$ cat src/rtl/cbwn_pkg.sv
`default_nettype none
// ----------------------------------------------------------------------------
// Blend-weight normalizer package
// Shared sequencer states, the NDF fixed-point format and the status bundle
// exported by the divider.
// ----------------------------------------------------------------------------
package cbwn_pkg;

  // Fraction bits of the NDF and weight words; the 17-bit ports hold 1.0.
  localparam int FRACTION_BITS = 16;

  // Sequencer states of the top level.
  typedef enum logic [3:0] {
    ST_LOAD,
    ST_SUM_RD,
    ST_SUM,
    ST_W_RD,
    ST_W_R,
    ST_W_A,
    ST_W_B,
    ST_W_MUL,
    ST_N_RD,
    ST_N_DIV,
    ST_EMIT
  } cbwn_state_t;

  // Handshake between the sequencer and the shared divider.
  typedef struct packed {
    logic busy;
    logic done;
  } cbwn_div_stat_t;

endpackage
`default_nettype wire

$ cat src/rtl/cbwn_div.sv
`default_nettype none
// ----------------------------------------------------------------------------
// Shared restoring divider
// Computes num / den one quotient bit per cycle; a zero divisor yields zero.
// ----------------------------------------------------------------------------
module cbwn_div #(
  parameter int NumW = 56,
  parameter int DenW = 40
) (
  input  wire logic            clk,
  input  wire logic            rst_n,
  input  wire logic            start,
  input  wire logic [NumW-1:0] num,
  input  wire logic [DenW-1:0] den,
  output cbwn_pkg::cbwn_div_stat_t stat,
  output      logic [NumW-1:0] quo
);
  import cbwn_pkg::*;

  localparam int CntW = $clog2(NumW + 1);

  logic [NumW-1:0] q_r, q_nxt;
  logic [DenW:0]   rem_r, rem_nxt;
  logic [DenW-1:0] den_r, den_nxt;
  logic [CntW-1:0] cnt_r, cnt_nxt;
  logic            busy_r, busy_nxt;
  logic            done_r, done_nxt;
  logic [DenW:0]   trial;

  // One restoring step per cycle, numerator bits enter from the top.
  always_comb begin
    q_nxt    = q_r;
    rem_nxt  = rem_r;
    den_nxt  = den_r;
    cnt_nxt  = cnt_r;
    busy_nxt = busy_r;
    done_nxt = 1'b0;
    trial    = {rem_r[DenW-1:0], q_r[NumW-1]};
    if (start) begin
      q_nxt    = num;
      rem_nxt  = '0;
      den_nxt  = den;
      cnt_nxt  = CntW'(NumW);
      busy_nxt = 1'b1;
    end else if (busy_r) begin
      if (trial >= {1'b0, den_r}) begin
        rem_nxt = trial - {1'b0, den_r};
        q_nxt   = {q_r[NumW-2:0], 1'b1};
      end else begin
        rem_nxt = trial;
        q_nxt   = {q_r[NumW-2:0], 1'b0};
      end
      cnt_nxt = cnt_r - 1'b1;
      if (cnt_r == CntW'(1)) begin
        busy_nxt = 1'b0;
        done_nxt = 1'b1;
      end
    end
  end

  always_ff @(posedge clk) begin
    q_r   <= q_nxt;
    rem_r <= rem_nxt;
    den_r <= den_nxt;
    cnt_r <= cnt_nxt;
    if (!rst_n) begin
      busy_r <= 1'b0;
      done_r <= 1'b0;
    end else begin
      busy_r <= busy_nxt;
      done_r <= done_nxt;
    end
  end

  // Zero divisor gives quotient zero (all-ones otherwise from the loop).
  assign quo  = (den_r == '0) ? '0 : q_r;
  assign stat = '{busy: busy_r, done: done_r};

endmodule
`default_nettype wire

$ cat src/rtl/cubemap_blend_weight_normalizer.sv
`default_nettype none
// ----------------------------------------------------------------------------
// Cubemap blend-weight normalizer
// Stores per-volume NDF words and emits normalized blend weights per set.
// ----------------------------------------------------------------------------
// Words are taken one per cycle while a set loads. The word marked last starts
// the compute phase, during which in_ready is low. A set of N > 1 volumes
// runs a sum pass, a weight pass (three 64-step divisions per volume plus
// read, start and multiply) and a normalization pass (one 64-step division per
// weight plus read and hand-off), all serialized on the single shared
// bit-serial divider and the one-read-port NDF/weight memories; a single
// volume skips the weight and normalization passes. Each weight is then handed
// out as one word through a registered output, and output stalls add directly
// to the set's time.
module cubemap_blend_weight_normalizer #(
  parameter int MAX_VOLUMES   = 16
) (
  input  wire logic        clk,
  input  wire logic        rst_n,
  input  wire logic        in_valid,
  output      logic        in_ready,
  input  wire logic [16:0] in_ndf_value,
  input  wire logic        in_last_item,
  output      logic        out_valid,
  input  wire logic        out_ready,
  output      logic [16:0] out_blend_weight,
  output      logic [3:0]  out_volume_index,
  output      logic        out_last_result,
  output      logic        out_overflowed
);
  import cbwn_pkg::*;

  localparam int IdxW  = $clog2(MAX_VOLUMES);
  localparam int CntW  = $clog2(MAX_VOLUMES + 1);
  localparam int SumW  = 17 + CntW;
  localparam int NumW  = 64;
  localparam int DenW  = 40;
  localparam logic [16:0] OneIn = 17'(1 << FRACTION_BITS);

  // Memories: clamped NDFs, then raw weights of the current set.
  logic [16:0] ndf_mem [MAX_VOLUMES];
  logic [33:0] w_mem   [MAX_VOLUMES];
  logic [16:0] ndf_rd_r;
  logic [33:0] w_rd_r;

  cbwn_state_t state_r, state_nxt;
  logic [CntW-1:0] cnt_r, cnt_nxt;
  logic [CntW-1:0] ptr_r, ptr_nxt;
  logic            ovf_r, ovf_nxt;
  logic [SumW-1:0] s_r, s_nxt, t_r, t_nxt;
  logic [DenW-1:0] wsum_r, wsum_nxt;
  logic [32:0]     r_r, r_nxt;
  logic [32:0]     a_r, a_nxt;
  logic [66:0]     prod;
  logic [16:0]     ndf_clamp;
  logic            div_start;
  logic [NumW-1:0] div_num;
  logic [DenW-1:0] div_den;
  cbwn_div_stat_t  dstat;
  logic [NumW-1:0] div_q;
  logic            w_we;
  logic [33:0]     w_wd;
  logic            out_load;
  logic [16:0]     ob_nxt;

  logic [IdxW-1:0] rd_idx;
  logic            ld_we;

  assign ndf_clamp = (in_ndf_value > OneIn) ? OneIn : in_ndf_value;
  assign in_ready  = (state_r == ST_LOAD);
  assign ld_we     = in_valid && in_ready && (cnt_r < CntW'(MAX_VOLUMES));
  assign rd_idx    = ptr_r[IdxW-1:0];

  // Memory ports: one write and one registered read each.
  always_ff @(posedge clk) begin
    if (ld_we) ndf_mem[cnt_r[IdxW-1:0]] <= ndf_clamp;
    ndf_rd_r <= ndf_mem[rd_idx];
    if (w_we) w_mem[rd_idx] <= w_wd;
    w_rd_r <= w_mem[rd_idx];
  end

  cbwn_div #(.NumW(NumW), .DenW(DenW)) u_div (
    .clk(clk), .rst_n(rst_n), .start(div_start), .num(div_num),
    .den(div_den), .stat(dstat), .quo(div_q)
  );

  // Full a * b; both factors reach 2^32, so the product needs 65 bits.
  assign prod = {34'b0, a_r} * {33'b0, div_q[33:0]};

  // Sequencer.
  always_comb begin
    state_nxt = state_r;
    cnt_nxt   = cnt_r;
    ptr_nxt   = ptr_r;
    ovf_nxt   = ovf_r;
    s_nxt     = s_r;
    t_nxt     = t_r;
    wsum_nxt  = wsum_r;
    r_nxt     = r_r;
    a_nxt     = a_r;
    div_start = 1'b0;
    div_num   = '0;
    div_den   = '0;
    w_we      = 1'b0;
    w_wd      = prod[65:32];
    out_load  = 1'b0;
    ob_nxt    = div_q[16:0];
    unique case (state_r)
      ST_LOAD: begin
        if (in_valid) begin
          if (cnt_r < CntW'(MAX_VOLUMES)) cnt_nxt = cnt_r + 1'b1;
          else ovf_nxt = 1'b1;
          if (in_last_item) begin
            ptr_nxt = '0;
            s_nxt = '0;
            t_nxt = '0;
            wsum_nxt = '0;
            state_nxt = ST_SUM_RD;
          end
        end
      end
      ST_SUM_RD: state_nxt = ST_SUM;
      ST_SUM: begin
        s_nxt = s_r + SumW'(ndf_rd_r);
        t_nxt = t_r + SumW'(OneIn - ndf_rd_r);
        if (ptr_r + 1'b1 == cnt_r) begin
          ptr_nxt = '0;
          state_nxt = (cnt_r == CntW'(1)) ? ST_EMIT : ST_W_RD;
          if (cnt_r == CntW'(1)) out_load = 1'b1;
          ob_nxt = OneIn;
        end else begin
          ptr_nxt = ptr_r + 1'b1;
          state_nxt = ST_SUM_RD;
        end
      end
      ST_W_RD: state_nxt = ST_W_R;
      ST_W_R: begin
        // r = ndf << 32 / S
        if (!dstat.busy && !dstat.done) begin
          div_start = 1'b1;
          div_num = NumW'({ndf_rd_r, 32'b0});
          div_den = DenW'(s_r);
        end else if (dstat.done) begin
          r_nxt = div_q[32:0];
          state_nxt = ST_W_A;
          div_start = 1'b1;
          div_num = NumW'(33'h1_0000_0000 - div_q[32:0]);
          div_den = DenW'(cnt_r - 1'b1);
        end
      end
      ST_W_A: begin
        if (dstat.done) begin
          a_nxt = div_q[32:0];
          state_nxt = ST_W_B;
          div_start = 1'b1;
          div_num = NumW'({OneIn - ndf_rd_r, 32'b0});
          div_den = DenW'(t_r);
        end
      end
      ST_W_B: if (dstat.done) state_nxt = ST_W_MUL;
      ST_W_MUL: begin
        w_we = 1'b1;
        wsum_nxt = wsum_r + DenW'(prod[65:32]);
        if (ptr_r + 1'b1 == cnt_r) begin
          ptr_nxt = '0;
          state_nxt = ST_N_RD;
        end else begin
          ptr_nxt = ptr_r + 1'b1;
          state_nxt = ST_W_RD;
        end
      end
      ST_N_RD: begin
        if (wsum_r == '0) wsum_nxt = DenW'(64'h1_0000_0000);
        state_nxt = ST_N_DIV;
      end
      ST_N_DIV: begin
        if (!dstat.busy && !dstat.done) begin
          div_start = 1'b1;
          div_num = NumW'({w_rd_r, FRACTION_BITS'(0)});
          div_den = wsum_r;
        end else if (dstat.done) begin
          out_load = 1'b1;
          state_nxt = ST_EMIT;
        end
      end
      ST_EMIT: begin
        if (out_ready) begin
          if (ptr_r + 1'b1 >= cnt_r) begin
            cnt_nxt = '0;
            ovf_nxt = 1'b0;
            ptr_nxt = '0;
            state_nxt = ST_LOAD;
          end else begin
            ptr_nxt = ptr_r + 1'b1;
            state_nxt = ST_N_RD;
          end
        end
      end
      default: state_nxt = ST_LOAD;
    endcase
  end

  always_ff @(posedge clk) begin
    s_r    <= s_nxt;
    t_r    <= t_nxt;
    wsum_r <= wsum_nxt;
    r_r    <= r_nxt;
    a_r    <= a_nxt;
    if (out_load) begin
      out_blend_weight <= ob_nxt;
      out_volume_index <= 4'(ptr_r);
      out_last_result  <= (ptr_r + 1'b1 == cnt_r);
      out_overflowed   <= ovf_r;
    end
    if (!rst_n) begin
      state_r <= ST_LOAD;
      cnt_r   <= '0;
      ptr_r   <= '0;
      ovf_r   <= 1'b0;
    end else begin
      state_r <= state_nxt;
      cnt_r   <= cnt_nxt;
      ptr_r   <= ptr_nxt;
      ovf_r   <= ovf_nxt;
    end
  end

  assign out_valid = (state_r == ST_EMIT);

  // The loaded count never passes capacity.
  a_cnt_cap: assert property (@(posedge clk) disable iff (!rst_n)
    cnt_r <= CntW'(MAX_VOLUMES)) else $error("count above capacity");
  // Results only appear for a non-empty set.
  a_emit_nonempty: assert property (@(posedge clk) disable iff (!rst_n)
    out_valid |-> cnt_r != '0) else $error("emit with empty set");
  // Input is never taken while the divider is busy.
  a_no_load: assert property (@(posedge clk) disable iff (!rst_n)
    dstat.busy |-> !in_ready) else $error("input open while dividing");

endmodule
`default_nettype wire
$ cat config.mk
export PLATFORM = sky130hd
export DESIGN_NAME = cubemap_blend_weight_normalizer
export DESIGN_NICKNAME = d
export VERILOG_FILES = /design/src/rtl/cbwn_pkg.sv /design/src/rtl/cbwn_div.sv /design/src/rtl/cubemap_blend_weight_normalizer.sv
export SDC_FILE = /design/constraint.sdc
export NUM_CORES = 2
export LEC_CHECK = 0
export BUFFER_PORTS_ARGS = -buffer_cell sky130_fd_sc_hd__buf_2
export CAP_MARGIN = 20
export CORE_ASPECT_RATIO = 1.4
export CORE_UTILIZATION = 50
export CTS_CLUSTER_DIAMETER = 100
export CTS_CLUSTER_SIZE = 28
export DETAILED_ROUTE_END_ITERATION = 7
export GPL_ROUTABILITY_DRIVEN = 0
export PLACE_DENSITY = 0.68
export SLEW_MARGIN = 30
export SYNTH_ARGS = -nofsm -noshare
export SYNTH_HDL_FRONTEND = slang
export SYNTH_SLANG_ARGS = --single-unit
$ cat constraint.sdc
create_clock -name clk -period 11.5 [get_ports clk]
set_input_delay 1.725 -clock clk [delete_from_list [all_inputs] [get_ports clk]]
set_output_delay 1.725 -clock clk [all_outputs]
set_load 0.01 [all_outputs]
Word-level counts from Yosys, hierarchy flattened
Memory sizes are Yosys's and may differ from the RTL's. A register that Yosys moved wholly into a read port is not among the register bits.
Cells that the tools add are included.

storage, ports and cells
  output and inout bits = 25
  bits in writable memories = 816
  memories kept = 2
  register bits after elaboration = 308

operators by class
  add/sub/neg operators = 11
  $mul = 1
  magnitude comparators = 4
  eq/ne operators = 26
  reductions and logical operators = 22
  bitwise gates (word level) = 2
  multiplexer cells = 73

memory list
  memory   depth  width  rd ports  clocked after Yosys merged registers in  wr ports  line                                   text
  w_mem    16     34     1         1                                        1         cubemap_blend_weight_normalizer.sv:42  logic [33:0] w_mem [MAX_VOLUMES];
  ndf_mem  16     17     1         1                                        1         cubemap_blend_weight_normalizer.sv:41  logic [16:0] ndf_mem [MAX_VOLUMES];

operator list
  operator                                                               count
  40-bit two-way mux                                                     7
  64-bit two-way mux                                                     4
  40-bit case mux with 3 select lines                                    2
  64-bit case mux with 3 select lines                                    1
  22-bit case mux with 2 select lines                                    2
  40-bit zero test                                                       2
  33-bit by 34-bit multiplier with 66-bit output                         1
  22-bit two-way mux                                                     3
  4-bit two-way mux                                                      13
  17-bit two-way mux                                                     3
  50-bit two-way mux                                                     1
  49-bit two-way mux                                                     1
  5-bit two-way mux                                                      9
  4-bit case mux with 11 select lines                                    1
  41-bit by 40-bit >= comparator with 1-bit output                       1
  40-bit by 34-bit adder with 40-bit output                              1
  40-bit subtractor                                                      1
  34-bit two-way mux                                                     1
  33-bit by 33-bit subtractor with 34-bit output (first input constant)  1
  22-bit by 17-bit adder with 22-bit output                              1
  22-bit adder                                                           1
  1-bit two-way mux                                                      20
  17-bit by 17-bit subtractor with 18-bit output (first input constant)  1
  17-bit greater-than comparator (second input constant)                 1
  32 further kinds                                                       60

Depth between registers and ports, before layout
  depth after elaboration = 7
  depth in mapped cells = 50

Hierarchy
From an unflattened synthesis, not the netlist that was laid out.

unflattened totals
  cell total of the unflattened synthesis = 7434
  area, all modules = 88194.6 um^2

modules (own cells, without submodules)
  module                           sequential area each (um^2)  times used  cells an instance  area an instance (um^2)
  cubemap_blend_weight_normalizer  30028.8                      1           6554               79224.7
  cbwn_div                         4103.9                       1           880                8969.9

Least setup slack after synthesis
No wires, ideal clock.

  path kind = reg2reg
  start point = register u_div.den_r[1]
  end point = register wsum_r[35], data pin
  required time = 11.234 ns
  period minus slack after synthesis = 12.016 ns
  data arrival time = 11.750 ns
  cell stages (with the launch flop) = 46
  library setup time = 0.266 ns
  path buffers = 4
  setup slack = -0.516 ns
  cells stage by stage = edfxtp_1 nor4_1 nand2_1 or4_1 clkbuf_1 clkbuf_1 clkbuf_1 clkbuf_1 and3_1 fa_1 inv_1 fa_1 fa_1 fa_1 inv_1 fa_1 fa_1 fa_1 [10 not listed] o21a_1 o21a_1 o21a_1 o21a_1 nor2_1 ha_1 nand2_1 or4_1 or4_1 a31o_2 o21ai_0 a21oi_1 o311ai_0 nand3_1 nand2_1 o211ai_1 xor2_1 nor2_1

on the way
  cells in the longest elaborated chain, start to end = 5

RTL lines
  what                                            line                                    text
  from (decl)                                     cbwn_div.sv:24                          logic [DenW-1:0] den_r, den_nxt;
  from (signal assigned)                          cbwn_div.sv:64                          den_r <= den_nxt;
  40-bit zero test                                cbwn_div.sv:76                          assign quo = (den_r == '0) ? '0 : q_r;
  34-bit two-way mux                              cbwn_div.sv:76
  33-bit by 34-bit multiplier with 66-bit output  cubemap_blend_weight_normalizer.sv:88   assign prod = {34'b0, a_r} * {33'b0, div_q[33:0]};
  via prod[40]                                    cubemap_blend_weight_normalizer.sv:54   logic [66:0] prod;
  40-bit by 34-bit adder with 40-bit output       cubemap_blend_weight_normalizer.sv:163  wsum_nxt = wsum_r + DenW'(prod[65:32]);
  40-bit case mux with 3 select lines             cubemap_blend_weight_normalizer.sv:108  unique case (state_r)
  via wsum_nxt[35]                                cubemap_blend_weight_normalizer.sv:51   logic [DenW-1:0] wsum_r, wsum_nxt;
  to (signal assigned)                            cubemap_blend_weight_normalizer.sv:206  wsum_r <= wsum_nxt;
  to (decl)                                       cubemap_blend_weight_normalizer.sv:51

The timed path passes the listed nets, and every way through them passes these cells.
A chain may end at the register's enable or synchronous reset.

Worst setup path after layout
  start point = register u_div.den_r[10]
  end point = register wsum_r[24], data pin

The elaborated chain is that of the path after synthesis.

==> run_results.csv <==
group,metric,value,unit
critical_path,crit_slowest_cell,"or4_4",
final_layout,ff_latch_area,34100,sq um
placed_design,numPortBuffers,46,
clocking,cts_tree,"yes",
clocking,cts_root_buffer,"clkbuf_16",
clocking,cts_buffer_depth,3,
die,core_area,170000,sq um
run_status,violations,"setup timing",
timing,slew_violations,0,
synthesis,synth_compound_area_frac,0.0539,
synthesis,synth-seq-cells,1175,
synthesis,synth_flop_cell,"edfxtp_1",
clocking,clkSinkCount,1175,
detailed_routing,dr.pass1.iters,6,
synthesis,synth_xor_area_frac,0.0180,
die,dieArea,174000,sq um
global_routing,grtUsageTotal,0.286,
critical_path,critPathKind,"flip-flop to flip-flop",
detailed_routing,routed_via_density,5.99,
critical_path,crit_required,11.95,ns
placed_design,dpl.hpwl,175000,um
clocking,cts_made_buffers,54,
synthesis,async_reset_ff_frac,0,
synthesis,synth_mux_area_frac,0.0672,
critical_path,worstPathArrival,12.08,ns
timing,worst_clock_skew,0.0609,ns
timing,max_freq,85.9,MHz
critical_path,startpoint_type,"flip-flop",
timing,tightest_slew,1.01,ns
clocking,clk_latency,0.74,ns
synthesis,synth_top_family_by_area,"adder cells",
run,drv_cap,0,
final_layout,area_delta_synth_final,10.9,%
final_layout,nFillCells,13800,
global_routing,grt_pass1_vias,61600,
synthesis,synthAdderAreaFrac,0.287,
run_status,status,"finished with violations",
synthesis,syn_inst,7166,
synthesis,synth_top_area_share,0.370,
synthesis,yosysTopAreaCell,"edfxtp_1",
worst_hold_path,hold_class,"flip-flop to flip-flop",
die,fp.dieW,353,um
global_routing,grt_first_pass_wirelength,374000,um
die,fp.dieH,493,um
detailed_routing,drt_iter0_drc,5334,
detailed_routing,vias,58000,
die,initial_core_util,0.505,
final_layout,layout_commonest_cell,"edfxtp_1",
synthesis,syn_area_per_cell,12.0,sq um
timing,slew_headroom,0.323,
detailed_routing,ant_nets,0,
placed_design,dpl.cell_count,9527,
detailed_routing,wirelength,244000,um
die,io_pins,47,
placed_design,postPlaceCellArea,91600,sq um
final_layout,insertedDiodeCount,0,
final_layout,final_area,95400,sq um
clocking,cts.clk_slew.worst_paths,0.11,ns
final_layout,drive_above_1_share,0.167,
critical_path,crit_path_frequent_cell,"buf_4",
global_routing,grt_overflow,0,
clocking,holdBufCountCts,0,
timing,final.period_utilization,1.01,
critical_path,worstPathMaxFanout,9,
timing,period_minus_slack,11.64,ns
timing,hold_viol_final,0,
clocking,cts_htree_levels,2,
synthesis,ys_seq_area_frac,0.397,
timing,setup_ws,-0.139,ns
synthesis,synthesis.area,86000,sq um
synthesis,synth_edf_count,1060,
critical_path,path_buf_inv,21,
synthesis,synthDistinctLibCells,79,
critical_path,crit_family,"adder cells",
timing,rsz0062_at_grt,"yes",
final_layout,fin_nets,8780,
synthesis,synth_simple_gate_area_share,0.111,
synthesis,synthTopCellsByArea,"edfxtp_1, fa_1, mux4_2, ha_1, inv_1",
die,rows,179,
global_routing,antenna_found_initial,1,
detailed_routing,drt-wirelength-per-cell,25.2,um
synthesis,syn-num-nets,8566,
global_routing,grt_max_degree,110,
timing,finalSetupViolCount,10,
detailed_routing,drc,0,
synthesis,yosysWarnings,0,
critical_path,endpoint_kind,"flip-flop",
final_layout,layout_common_cells,"edfxtp_1, inv_1, fa_1",
final_layout,multi_input_area,47700,sq um
critical_path,cpPeakStageDelay,0.59,ns
final_layout,layout.cells.non_filler,9687,
state kept, by name, indices dropped and copies added, names as in the netlist:
signal            count
a_r                  33
cnt_r                 5
ndf_mem             272
ndf_rd_r             17
out_blend_weight     17
out_last_result       1
out_overflowed        1
out_volume_index      4
ovf_r                 1
ptr_r                 5
s_r                  22
state_r               4
t_r                  22
u_div.busy_r          1
u_div.cnt_r           7
u_div.den_r          40
u_div.done_r          1
u_div.q_r            64
u_div.rem_r          40
w_mem               544
w_rd_r               34
wsum_r               40
synth_stat cells (all sizes together), types with 26 or more instances:
cell type     n
xnor2       110
buf          35
nor2b        48
a21oi       164
nor4         36
a31oi        36
fa          991
a211oi       26
and2         48
a22oi        41
ha          387
nand3        46
o21ai       166
clkbuf      404
and3        560
xor2         67
mux4        255
edfxtp     1060
nor3         57
dfxtp       115
a21o        106
nand2       776
nor2        268
inv        1070
or3          27
layer usage:
metal	global-route usage	share of wire
met1	0.331	0.34
met2	0.496	0.50
met3	0.0379	0.072
met4	0.193	0.083
met5	0	0.000053
area by class of cell:
cell class | instances | area share
Clock buffer | 86 | 0.0156
Clock inverter | 15 | 0.00302
Inverter | 1072 | 0.0422
Multi-Input combinational cell | 4480 | 0.500
Sequential cell | 1175 | 0.358
Tap cell | 2262 | 0.0297
Timing Repair Buffer | 597 | 0.0517
repair_timing:
action / 4_1_cts / 5_1_grt
gates resized for setup: 223 / 109
pin swaps: 143 / 70
endpoints found under the setup margin: 21 / 23
gates cloned: 8 / 1
buffers inserted: 32 / 20
stage by stage:
step	setup TNS, ns	hold WS (ns)	worst slack (ns)	util
final	-1.01	0.450	-0.139	0.560
after global routing	-5.34	0.473	-0.462	0.560
after CTS	-0.933	0.453	-0.187	0.556
after detailed placement	-7.75	0.427	-0.754	0.538
after global placement	-6.22	0.419	-0.710	0.537
after floorplan	0	0.406	0.0163	-
final timing paths:
path                            slack (ns)              to  cells past startpoint            start
worst min-delay path                  0.45  out_overflowed                      0            ovf_r
worst max register to register       -0.14      wsum_r[24]                     53  u_div.den_r[10]
worst max-delay path                 -0.14      wsum_r[24]                     53  u_div.den_r[10]
worst min register to register        0.45  out_overflowed                      0            ovf_r
kinds of logic (layout without fill, tap and decap cells):
kind of cell | count (synthesis) | count (layout)
flops | 1175 | 1175
simple gates | 1954 | 1954
mux | 259 | 259
compound gates | 712 | 712
xor+xnor | 177 | 177
buf+inv | 1511 | 1770
fa+ha+maj | 1378 | 1378
Power is not shown: default switching activity piles up to over one toggle a cycle in this logic, so the estimate is an artifact.
